===== config.mk =====
export PLATFORM = sky130hd
export DESIGN_NAME = unsigned_div_magic_number
export DESIGN_NICKNAME = d
export VERILOG_FILES = /design/src/hdl/udmn_pkg.sv /design/src/hdl/unsigned_div_magic_number.sv
export SDC_FILE = /design/constraint.sdc
export NUM_CORES = 1
export LEC_CHECK = 0
export BUFFER_PORTS_ARGS = -buffer_cell sky130_fd_sc_hd__buf_2
export CAP_MARGIN = 20
export CORE_MARGIN = 10
export CORE_UTILIZATION = 50
export CTS_CLUSTER_SIZE = 30
export DETAILED_ROUTE_END_ITERATION = 7
export PLACE_DENSITY_LB_ADDON = 0.2
export REMOVE_ABC_BUFFERS = 1
export SLEW_MARGIN = 10
export SYNTH_ARGS = -nofsm -noshare
export SYNTH_HDL_FRONTEND = slang
export SYNTH_SLANG_ARGS = --single-unit

===== constraint.sdc =====
create_clock -name clk_i -period 9.35 [get_ports clk_i]
set_input_delay 0.935 -clock clk_i [delete_from_list [all_inputs] [get_ports clk_i]]
set_output_delay 0.935 -clock clk_i [all_outputs]
set_load 0.05 [all_outputs]

===== src/hdl/udmn_pkg.sv =====
// ----------------------------------------------------------------------------
// udmn_pkg
// Types and constants for the unsigned division magic number block.
// ----------------------------------------------------------------------------
`timescale 1ns / 1ps
`default_nettype none

package udmn_pkg;

  localparam int unsigned WordW  = 32;
  localparam int unsigned ExpW   = 7;
  localparam int unsigned ShiftW = 6;
  localparam int unsigned CntW   = 5;

  typedef logic [WordW-1:0]  word_t;
  typedef logic [ExpW-1:0]   exp_t;
  typedef logic [ShiftW-1:0] shift_t;
  typedef logic [CntW-1:0]   cnt_t;

  localparam word_t  TwoPow31   = 32'h8000_0000;
  localparam word_t  TwoPow31M1 = 32'h7FFF_FFFF;
  localparam exp_t   ExpStart   = 7'd31;
  localparam exp_t   ExpLimit   = 7'd64;
  localparam exp_t   ShiftBias  = 7'd32;
  localparam shift_t MaxShift   = 6'd32;
  localparam cnt_t   CntLast    = 5'd31;

endpackage

`default_nettype wire


===== src/hdl/unsigned_div_magic_number.sv =====
// ----------------------------------------------------------------------------
// unsigned_div_magic_number
// Magic multiplier, add indicator and post-shift for unsigned 32-bit division
// by a constant divisor.
// ----------------------------------------------------------------------------
// Pulse start_i while busy_o is low to hand in a divisor. The result appears
// for exactly one cycle with done_o high and cannot be held off, so capture
// it then. One shared restoring divider produces one quotient bit per cycle
// and is run three times (for nc, for 2^31 / nc and for (2^31 - 1) /
// divisor), then the doubling loop takes one exponent step per cycle and
// ends with a final stop test. A zero divisor answers all zeros in the cycle
// after it is taken and never raises busy_o. start_i may be raised in the
// cycle that shows done_o.
// ----------------------------------------------------------------------------
`timescale 1ns / 1ps
`default_nettype none

module unsigned_div_magic_number (
  input  wire logic             clk_i,
  input  wire logic             rst_ni,
  input  wire logic             start_i,
  output logic                  busy_o,
  input  wire udmn_pkg::word_t  divisor_i,
  output logic                  done_o,
  output udmn_pkg::word_t       magic_multiplier_o,
  output logic                  add_indicator_o,
  output udmn_pkg::shift_t      post_shift_o
);

  import udmn_pkg::*;

  // sequencer states
  localparam logic [2:0] StIdle = 3'd0;
  localparam logic [2:0] StNc   = 3'd1;  // (2^32 - d) mod d
  localparam logic [2:0] StQ1   = 3'd2;  // 2^31 / nc
  localparam logic [2:0] StQ2   = 3'd3;  // (2^31 - 1) / d
  localparam logic [2:0] StLoop = 3'd4;  // doubling steps

  // control state
  logic [2:0] state_q, state_d;
  logic       done_q, done_d;
  cnt_t       cnt_q, cnt_d;
  logic       first_q, first_d;

  // payload state
  word_t  d_q, d_d;
  word_t  nc_q, nc_d;
  word_t  div_num_q, div_num_d;
  word_t  div_den_q, div_den_d;
  word_t  div_rem_q, div_rem_d;
  word_t  div_quo_q, div_quo_d;
  word_t  q1_q, q1_d, r1_q, r1_d;
  word_t  q2_q, q2_d, r2_q, r2_d;
  exp_t   p_q, p_d;
  logic   add_q, add_d;
  word_t  mult_q, mult_d;
  logic   addo_q, addo_d;
  shift_t shift_q, shift_d;

  // divider datapath: one quotient bit a cycle
  logic [WordW:0] div_trial, div_diff;
  logic           div_ge;
  word_t          div_rem_nxt, div_quo_nxt;

  always_comb begin
    div_trial   = {div_rem_q, div_num_q[WordW-1]};
    div_diff    = div_trial - {1'b0, div_den_q};
    div_ge      = !div_diff[WordW];
    div_rem_nxt = div_ge ? div_diff[WordW-1:0] : div_trial[WordW-1:0];
    div_quo_nxt = {div_quo_q[WordW-2:0], div_ge};
  end

  // doubling step and stop test, all mod 2^32
  word_t r1_dbl, r2_dbl, r2_inc, nc_gap, d_gap, delta;
  logic  r1_ge, r2_ge, add_hit, go;
  word_t q1_step, r1_step, q2_step, r2_step;
  exp_t  exp_shift;

  always_comb begin
    r1_dbl  = {r1_q[WordW-2:0], 1'b0};
    r2_dbl  = {r2_q[WordW-2:0], 1'b0};
    r2_inc  = r2_q + 32'd1;
    nc_gap  = nc_q - r1_q;
    d_gap   = d_q - r2_q;
    r1_ge   = (r1_q >= nc_gap);
    r2_ge   = (r2_inc >= d_gap);
    q1_step = {q1_q[WordW-2:0], r1_ge};
    r1_step = r1_ge ? (r1_dbl - nc_q) : r1_dbl;
    q2_step = {q2_q[WordW-2:0], r2_ge};
    r2_step = r2_ge ? (r2_dbl + 32'd1 - d_q) : (r2_dbl + 32'd1);
    add_hit = r2_ge ? (q2_q >= TwoPow31M1) : (q2_q >= TwoPow31);
    // stop test on the registered values of the previous step
    delta   = d_q - 32'd1 - r2_q;
    go      = (p_q < ExpLimit) &&
              ((q1_q < delta) || ((q1_q == delta) && (r1_q == '0)));
    exp_shift = p_q - ShiftBias;
  end

  always_comb begin
    state_d   = state_q;
    done_d    = 1'b0;
    cnt_d     = cnt_q;
    first_d   = first_q;
    d_d       = d_q;
    nc_d      = nc_q;
    div_num_d = div_num_q;
    div_den_d = div_den_q;
    div_rem_d = div_rem_q;
    div_quo_d = div_quo_q;
    q1_d      = q1_q;
    r1_d      = r1_q;
    q2_d      = q2_q;
    r2_d      = r2_q;
    p_d       = p_q;
    add_d     = add_q;
    mult_d    = mult_q;
    addo_d    = addo_q;
    shift_d   = shift_q;

    case (state_q)
      StIdle: begin
        if (start_i) begin
          d_d = divisor_i;
          if (divisor_i == '0) begin
            mult_d  = '0;
            addo_d  = 1'b0;
            shift_d = '0;
            done_d  = 1'b1;
          end else begin
            div_num_d = 32'd0 - divisor_i;
            div_den_d = divisor_i;
            div_rem_d = '0;
            cnt_d     = '0;
            state_d   = StNc;
          end
        end
      end
      StNc, StQ1, StQ2: begin
        div_num_d = {div_num_q[WordW-2:0], 1'b0};
        div_rem_d = div_rem_nxt;
        div_quo_d = div_quo_nxt;
        cnt_d     = cnt_q + 5'd1;
        if (cnt_q == CntLast) begin
          div_rem_d = '0;
          cnt_d     = '0;
          if (state_q == StNc) begin
            nc_d      = ~div_rem_nxt;
            div_num_d = TwoPow31;
            div_den_d = ~div_rem_nxt;
            state_d   = StQ1;
          end else if (state_q == StQ1) begin
            q1_d      = div_quo_nxt;
            r1_d      = div_rem_nxt;
            div_num_d = TwoPow31M1;
            div_den_d = d_q;
            state_d   = StQ2;
          end else begin
            q2_d    = div_quo_nxt;
            r2_d    = div_rem_nxt;
            p_d     = ExpStart;
            add_d   = 1'b0;
            first_d = 1'b1;
            state_d = StLoop;
          end
        end
      end
      StLoop: begin
        if (!first_q && !go) begin
          mult_d  = q2_q + 32'd1;
          addo_d  = add_q;
          shift_d = exp_shift[ShiftW-1:0];
          done_d  = 1'b1;
          state_d = StIdle;
        end else begin
          first_d = 1'b0;
          p_d     = p_q + 7'd1;
          q1_d    = q1_step;
          r1_d    = r1_step;
          q2_d    = q2_step;
          r2_d    = r2_step;
          add_d   = add_q | add_hit;
        end
      end
      default: begin
        state_d = StIdle;
      end
    endcase
  end

  always_ff @(posedge clk_i or negedge rst_ni) begin
    if (!rst_ni) begin
      state_q <= StIdle;
      done_q  <= 1'b0;
      cnt_q   <= '0;
      first_q <= 1'b0;
    end else begin
      state_q <= state_d;
      done_q  <= done_d;
      cnt_q   <= cnt_d;
      first_q <= first_d;
    end
  end

  always_ff @(posedge clk_i) begin
    d_q       <= d_d;
    nc_q      <= nc_d;
    div_num_q <= div_num_d;
    div_den_q <= div_den_d;
    div_rem_q <= div_rem_d;
    div_quo_q <= div_quo_d;
    q1_q      <= q1_d;
    r1_q      <= r1_d;
    q2_q      <= q2_d;
    r2_q      <= r2_d;
    p_q       <= p_d;
    add_q     <= add_d;
    mult_q    <= mult_d;
    addo_q    <= addo_d;
    shift_q   <= shift_d;
  end

  assign busy_o             = (state_q != StIdle);
  assign done_o             = done_q;
  assign magic_multiplier_o = mult_q;
  assign add_indicator_o    = addo_q;
  assign post_shift_o       = shift_q;

endmodule

`default_nettype wire


Word-level counts from Yosys, hierarchy flattened
Index checks and enable logic that the tools add are counted.
Widths: inputs -> output; s select.
{"block": "word_totals", "out_inout_bits": 41, "ff_bits": 376, "in_bits": 35, "elab_cells": 162}
{"block": "op_classes", "n_lt_le_gt_ge": 6, "n_reduce_logical": 23, "mux": 82, "add_sub_neg": 14, "n_bitwise": 2, "eq_ne": 16}
{"op": "$mux 32", "n": 35}
{"op": "$pmux 32 s2", "n": 8}
{"op": "$sub 32x32->32", "n": 5}
{"op": "$add 32x1->32 const B", "n": 3}
{"op": "$ge 32x32->1", "n": 2}
{"op": "$logic_not 32->1", "n": 2}
{"op": "$sub 33x32->33", "n": 1}
{"op": "$eq 32x32->1", "n": 1}
{"op": "$ge 32x31->1 const B", "n": 1}
{"op": "$ge 32x32->1 const B", "n": 1}
{"op": "$lt 32x32->1", "n": 1}
{"op": "$not 32->32", "n": 1}
{"op": "$sub 1x32->32 const A", "n": 1}
{"op": "$sub 32x1->32 const B", "n": 1}
{"op": "$mux 7", "n": 4}
{"op": "$mux 3", "n": 6}
{"op": "$mux 6", "n": 3}
{"op": "$ne 2x2->1 const B", "n": 9}
{"op": "$mux 1", "n": 15}
{"op": "$mux 5", "n": 3}
{"op": "$reduce_and 5->1", "n": 3}
{"op": "$pmux 7 s2", "n": 1}
{"op": "$pmux 6 s2", "n": 1}
{"op": "$pmux 5 s2", "n": 1}
{"op": "other kinds (22)", "n": 34}

Logic depth before layout (Yosys ltp)
{"block": "logic_depth", "depth_word": 10, "ltp_mapped": 25, "ltp_nobuf": 24}

Worst setup path after synthesis
Ideal clock, no wire load.
{"block": "synth_timing", "kind": "register to register", "from": "reg r2_q[24]", "to": "reg add_q, enable pin", "path_stages_with_launch": 20, "setup_time_ns": 1.140, "slack_ns": 2.597, "arrival_ns": 5.613, "required_time_ns": 8.210, "period_less_slack_ns": 6.753, "path_buffers": 1, "path_cell_list": "edfxtp_1 -> inv_1 -> ha_1 -> clkbuf_1 -> a21o_1 -> o21bai_1 -> a21o_1 -> a221o_1 -> a21o_1 -> a21o_1 -> a21oi_1 -> xor2_1 -> ha_1 -> nand4_1 -> nor4_1 -> o21ai_0 -> a21oi_1 -> o21bai_1 -> nand2_1 -> o21ai_0"}
{"block": "synth_via", "elab_chain_cells": 9, "elab_cells_between_ends": 10, "cone_classes": "1 x add/sub; 1 x order compare; 2 x eq/ne; 6 x reduce/logical"}
{"item": "start: declaration", "line_no": "unsigned_div_magic_number.sv:53", "source": "word_t q2_q, q2_d, r2_q, r2_d;"}
{"item": "start signal: assignment", "line_no": "unsigned_div_magic_number.sv:214", "source": "r2_q <= r2_d;"}
{"item": "$sub 32x32->32 (*)", "line_no": "unsigned_div_magic_number.sv:93", "source": "delta = d_q - 32'd1 - r2_q;"}
{"item": "branches (longest 2 deep; another with $lt 32x32->1)"}
{"item": "$logic_or 1x1->1 (*)", "line_no": "unsigned_div_magic_number.sv:95", "source": "((q1_q < delta) || ((q1_q == delta) && (r1_q == '0)));"}
{"item": "$logic_and 1x1->1 (*)", "line_no": "unsigned_div_magic_number.sv:94", "source": "go = (p_q < ExpLimit) &&"}
{"item": "$logic_not 1->1 (*)", "line_no": "unsigned_div_magic_number.sv:168", "source": "if (!first_q && !go) begin"}
{"item": "$logic_and 1x1->1 (*)", "line_no": "unsigned_div_magic_number.sv:168"}
{"item": "$ne 2x2->1 (no line) (*)"}
{"item": "$reduce_and 5->1 (no line) (*)"}
{"item": "end signal: assignment", "line_no": "unsigned_div_magic_number.sv:216", "source": "add_q <= add_d;"}
{"item": "end: declaration", "line_no": "unsigned_div_magic_number.sv:55", "source": "logic add_q, add_d;"}
Mark *: on every way between the ends.
A chain may end at the register's enable or synchronous reset.

Final worst setup path
{"block": "layout_timing", "from": "reg d_q[2]", "to": "reg r1_q[4], enable pin"}
{"block": "layout_via", "elab_chain_cells": 10, "elab_cells_between_ends": 11, "cone_classes": "2 x add/sub; 1 x order compare; 2 x eq/ne; 6 x reduce/logical"}
{"item": "start: declaration", "line_no": "unsigned_div_magic_number.sv:46", "source": "word_t d_q, d_d;"}
{"item": "start signal: assignment", "line_no": "unsigned_div_magic_number.sv:205", "source": "d_q <= d_d;"}
{"item": "$sub 32x1->32 (*)", "line_no": "unsigned_div_magic_number.sv:93"}
{"item": "$sub 32x32->32 (*)", "line_no": "unsigned_div_magic_number.sv:93"}
{"item": "branches (longest 2 deep; another with $lt 32x32->1)"}
{"item": "$logic_or 1x1->1 (*)", "line_no": "unsigned_div_magic_number.sv:95"}
{"item": "$logic_and 1x1->1 (*)", "line_no": "unsigned_div_magic_number.sv:94"}
{"item": "$logic_not 1->1 (*)", "line_no": "unsigned_div_magic_number.sv:168"}
{"item": "$logic_and 1x1->1 (*)", "line_no": "unsigned_div_magic_number.sv:168"}
{"item": "$ne 2x2->1 (no line) (*)"}
{"item": "$reduce_and 5->1 (no line) (*)"}
{"item": "end signal: assignment", "line_no": "unsigned_div_magic_number.sv:212", "source": "r1_q <= r1_d;"}
{"item": "end: declaration", "line_no": "unsigned_div_magic_number.sv:52", "source": "word_t q1_q, q1_d, r1_q, r1_d;"}
Marked as above.

==> results.md <==
- Status: completed
- 1st-pass router iterations: 6
- Max H-tree Level: 2
- Detail Route Antenna Nets: 0
- Finish-stage setup viols: 0
- CP required: between 9000 and 10000 ps
- Pin count of the biggest net entering global routing: 80
- Total power: 8.23 mW
- Clock skew: 39.1 ps
- Rows: 86
- Grt met3 use: ~3.7%
- First-pass GRT wire length: 134 mm
- Max Cap Viol: 0
- GRT overflow: 0
- Syn Area/Cell: between 9 and 10 sq um
- Post-synthesis async set-or-reset flop share: 2.66%
- Core box area: 55400 sq um
- Synthesized flop and latch total: 376
- Synth cell count leaders: edfxtp_1, nand2_1, a21oi_1
- Busiest layer in global routing: met2
- Top post-synthesis cells by area: edfxtp_1, ha_1, a21oi_1
- IO buf count: between 70 and 80
- P_leak: 12.6 nW
- CP startpoint: d_q[2]
- Area leader, netlist: edfxtp_1
- Post-synth EDFFs: 366
- Layout cells sized above 1: around 6.9%
- Main flop type after synthesis: edfxtp_1
- Footprint of the multi-input gates: 15700 sq um
- GRT met1 Usage: approximately 34%
- Synthesis Warnings: 0
- Post-CTS Resized: 0
- DR iter-0 viols: 2247
- Dpl hpwl: 66.9 mm
- CTS tree: done
- Longest Clk Path Bufs: 3
- RSZ-0062 raised after global routing: false
- Setup WS post-layout: 2780 ps
- Vias in the first global route: 23400
- Worst slew margin: 17.1%
- Startpoint Class: flip-flop
- Fillers: 4968
- Seq/Total Area, Yosys: 39.9%
- Grt met2 use: between 40% and 50%
- Initial antenna violation count: 1
- Setup TNS Final: 0 ps
- Fin crit period: about 6600 ps
- Overall routed net length: 86.7 mm
- HP Class: in -> async
- Crit path max fanout: 39
- GR Util All Layers: between 20% and 30%
- Die H: about 260 microns
- Vias per cell: 6.12
- Slew @ Worst Pin: 1210 ps
- Area of the mapped netlist: about 28000 sq um
- # IOs: 76
- Routed len/inst: 22.2 microns
- Area Overhead vs Synth: 9.60%
- Reg2Reg Depth: 18
- Crit share post-route: between 70% and 80%
- Storage cell area: 11200 sq um
- Crit path kind: reg -> reg
- Reg2reg setup slack: 2780 ps
- CTS buffer count: 43
- Top-area cell type share of the netlist area: between 30% and 40%
- Dpl ws: 2950 ps
- Die outline width: 257 microns
- Number of hold buffers added after CTS: 0
- Clock latency on the worst-skew pair: 590 ps
- Final Core Density: 55.7%
- Max Slew Vio Count: 0
- Die area: 66300 sq um
- F_max: 152 MHz
- Postcts setup bufs: 0
- Vias: ~24000
- R2R Path Start: d_q[2]
- Cells after synthesis: 3076
- Worst R2R End: r1_q[4]
- Final hold viol count: 0
- Worst setup EP type: flip-flop
- CP Data Arrival Time: 6760 ps
- Max VDD drop: 267 uV
- GPL Wtd Cong: just under 1
- Clk root buf: clkbuf_16
- Initial core utilization: 50.9%
- PD cells: 266 nW/um^2
- Count leader, synth: edfxtp_1
- Distinct cell type count after synthesis: 80
- Hold slack: approximately 220 ps
- Sink Count: 376
- Nets: around 3400
- Clock slew at reported path FFs: 60 ps
- Residual DRC: 0
## registers in the layout (all words and copies together) (netlist names), 32 cells and up
signal              count
nc_q                   32
div_rem_q              32
r1_q                   32
div_den_q              32
d_q                    32
magic_multiplier_o     32
q1_q                   32
div_num_q              32
r2_q                   32
q2_q                   32
## cell families (layout without fill, tap and decap cells)
logic type,count (synthesis),after routing,synth area share (%)
buf+inv,331,411,4.47
mux,42,42,1.50
fa+ha+maj,265,265,11.9
compound gates,860,860,19.0
flops,376,376,39.9
simple gates,974,974,16.2
xor+xnor,228,228,7.09
other cells,0,3,0
## power breakdown
group          switching (mW)  internal (mW)
combinational            2.45           1.29
clock                   0.735           1.03
sequential              0.143           2.58
total                    3.32           4.90
## layer usage
metal	up-vias	wire, microns	part of all wire (%)
met5	-	0	0
met4	0	1900	2.2
met3	105	5720	6.6
met2	854	40800	47
met1	11600	38200	44
li1	11300	-	-
## per-stage QoR
stage	instance area, sq um	instances
final	30900	3907
after floorplan	27800	2969
after detailed placement	29400	3823
after global placement	29400	3822
after global routing	30900	3904
after CTS	30900	3902
## how the worst max path moves through the flow
stage,endpoint,slack (ps),cells after the start
after CTS,r1_q[4],2890,18
after global placement,r1_q[7],3080,19
after detailed placement,r1_q[8],2950,18
after floorplan,add_q,2620,5
after global routing,r1_q[4],2420,20
final,r1_q[4],2780,18
## layout by cell type, fill, tap and decap left out, types with 14 or more instances in the layout
cell / instances
a211oi_1: 47
a21boi_0: 14
a21o_1: 93
a21oi_1: 297
a31oi_1: 18
and2_1: 25
and3_1: 38
buf_2: 75
buf_4: 31
clkbuf_16: 44
edfxtp_1: 366
ha_1: 258
inv_1: 221
mux2i_1: 40
nand2_1: 338
nand2b_1: 31
nand3_1: 68
nand4_1: 43
nor2_1: 251
nor2b_1: 28
nor3_1: 50
nor4_1: 21
o211ai_1: 14
o21a_1: 37
o21ai_0: 181
o21bai_1: 25
o22ai_1: 15
o31ai_1: 15
or3_1: 28
xnor2_1: 146
xor2_1: 82
## area by class of cell
cell class | instances | share of cell area [%]
antenna | 3 | 0.0243
multi-input combinational | 2369 | 51.0
clock buffer | 53 | 3.77
sequential | 376 | 36.4
clock inverter | 26 | 0.988
timing repair buffer | 108 | 2.10
inverter | 224 | 2.72
tap | 748 | 3.03
## critical path, stage by stage, from the launching register on
cell,delay [ps]
edfxtp_1,520
ha_1,480
a21oi_1,260
o21bai_1,100
a21oi_1,240
a21boi_0,570
o21ai_0,390
a21oi_1,260
xor2_1,90
ha_1,300
nand4_1,150
nor4_1,520
nand4_1,140
nor3_1,230
a21oi_1,150
o21bai_1,330
nand2_1,200
nand2b_2,550
buf_4,610
No activity file was read; power rests on OpenSTA's default activity.
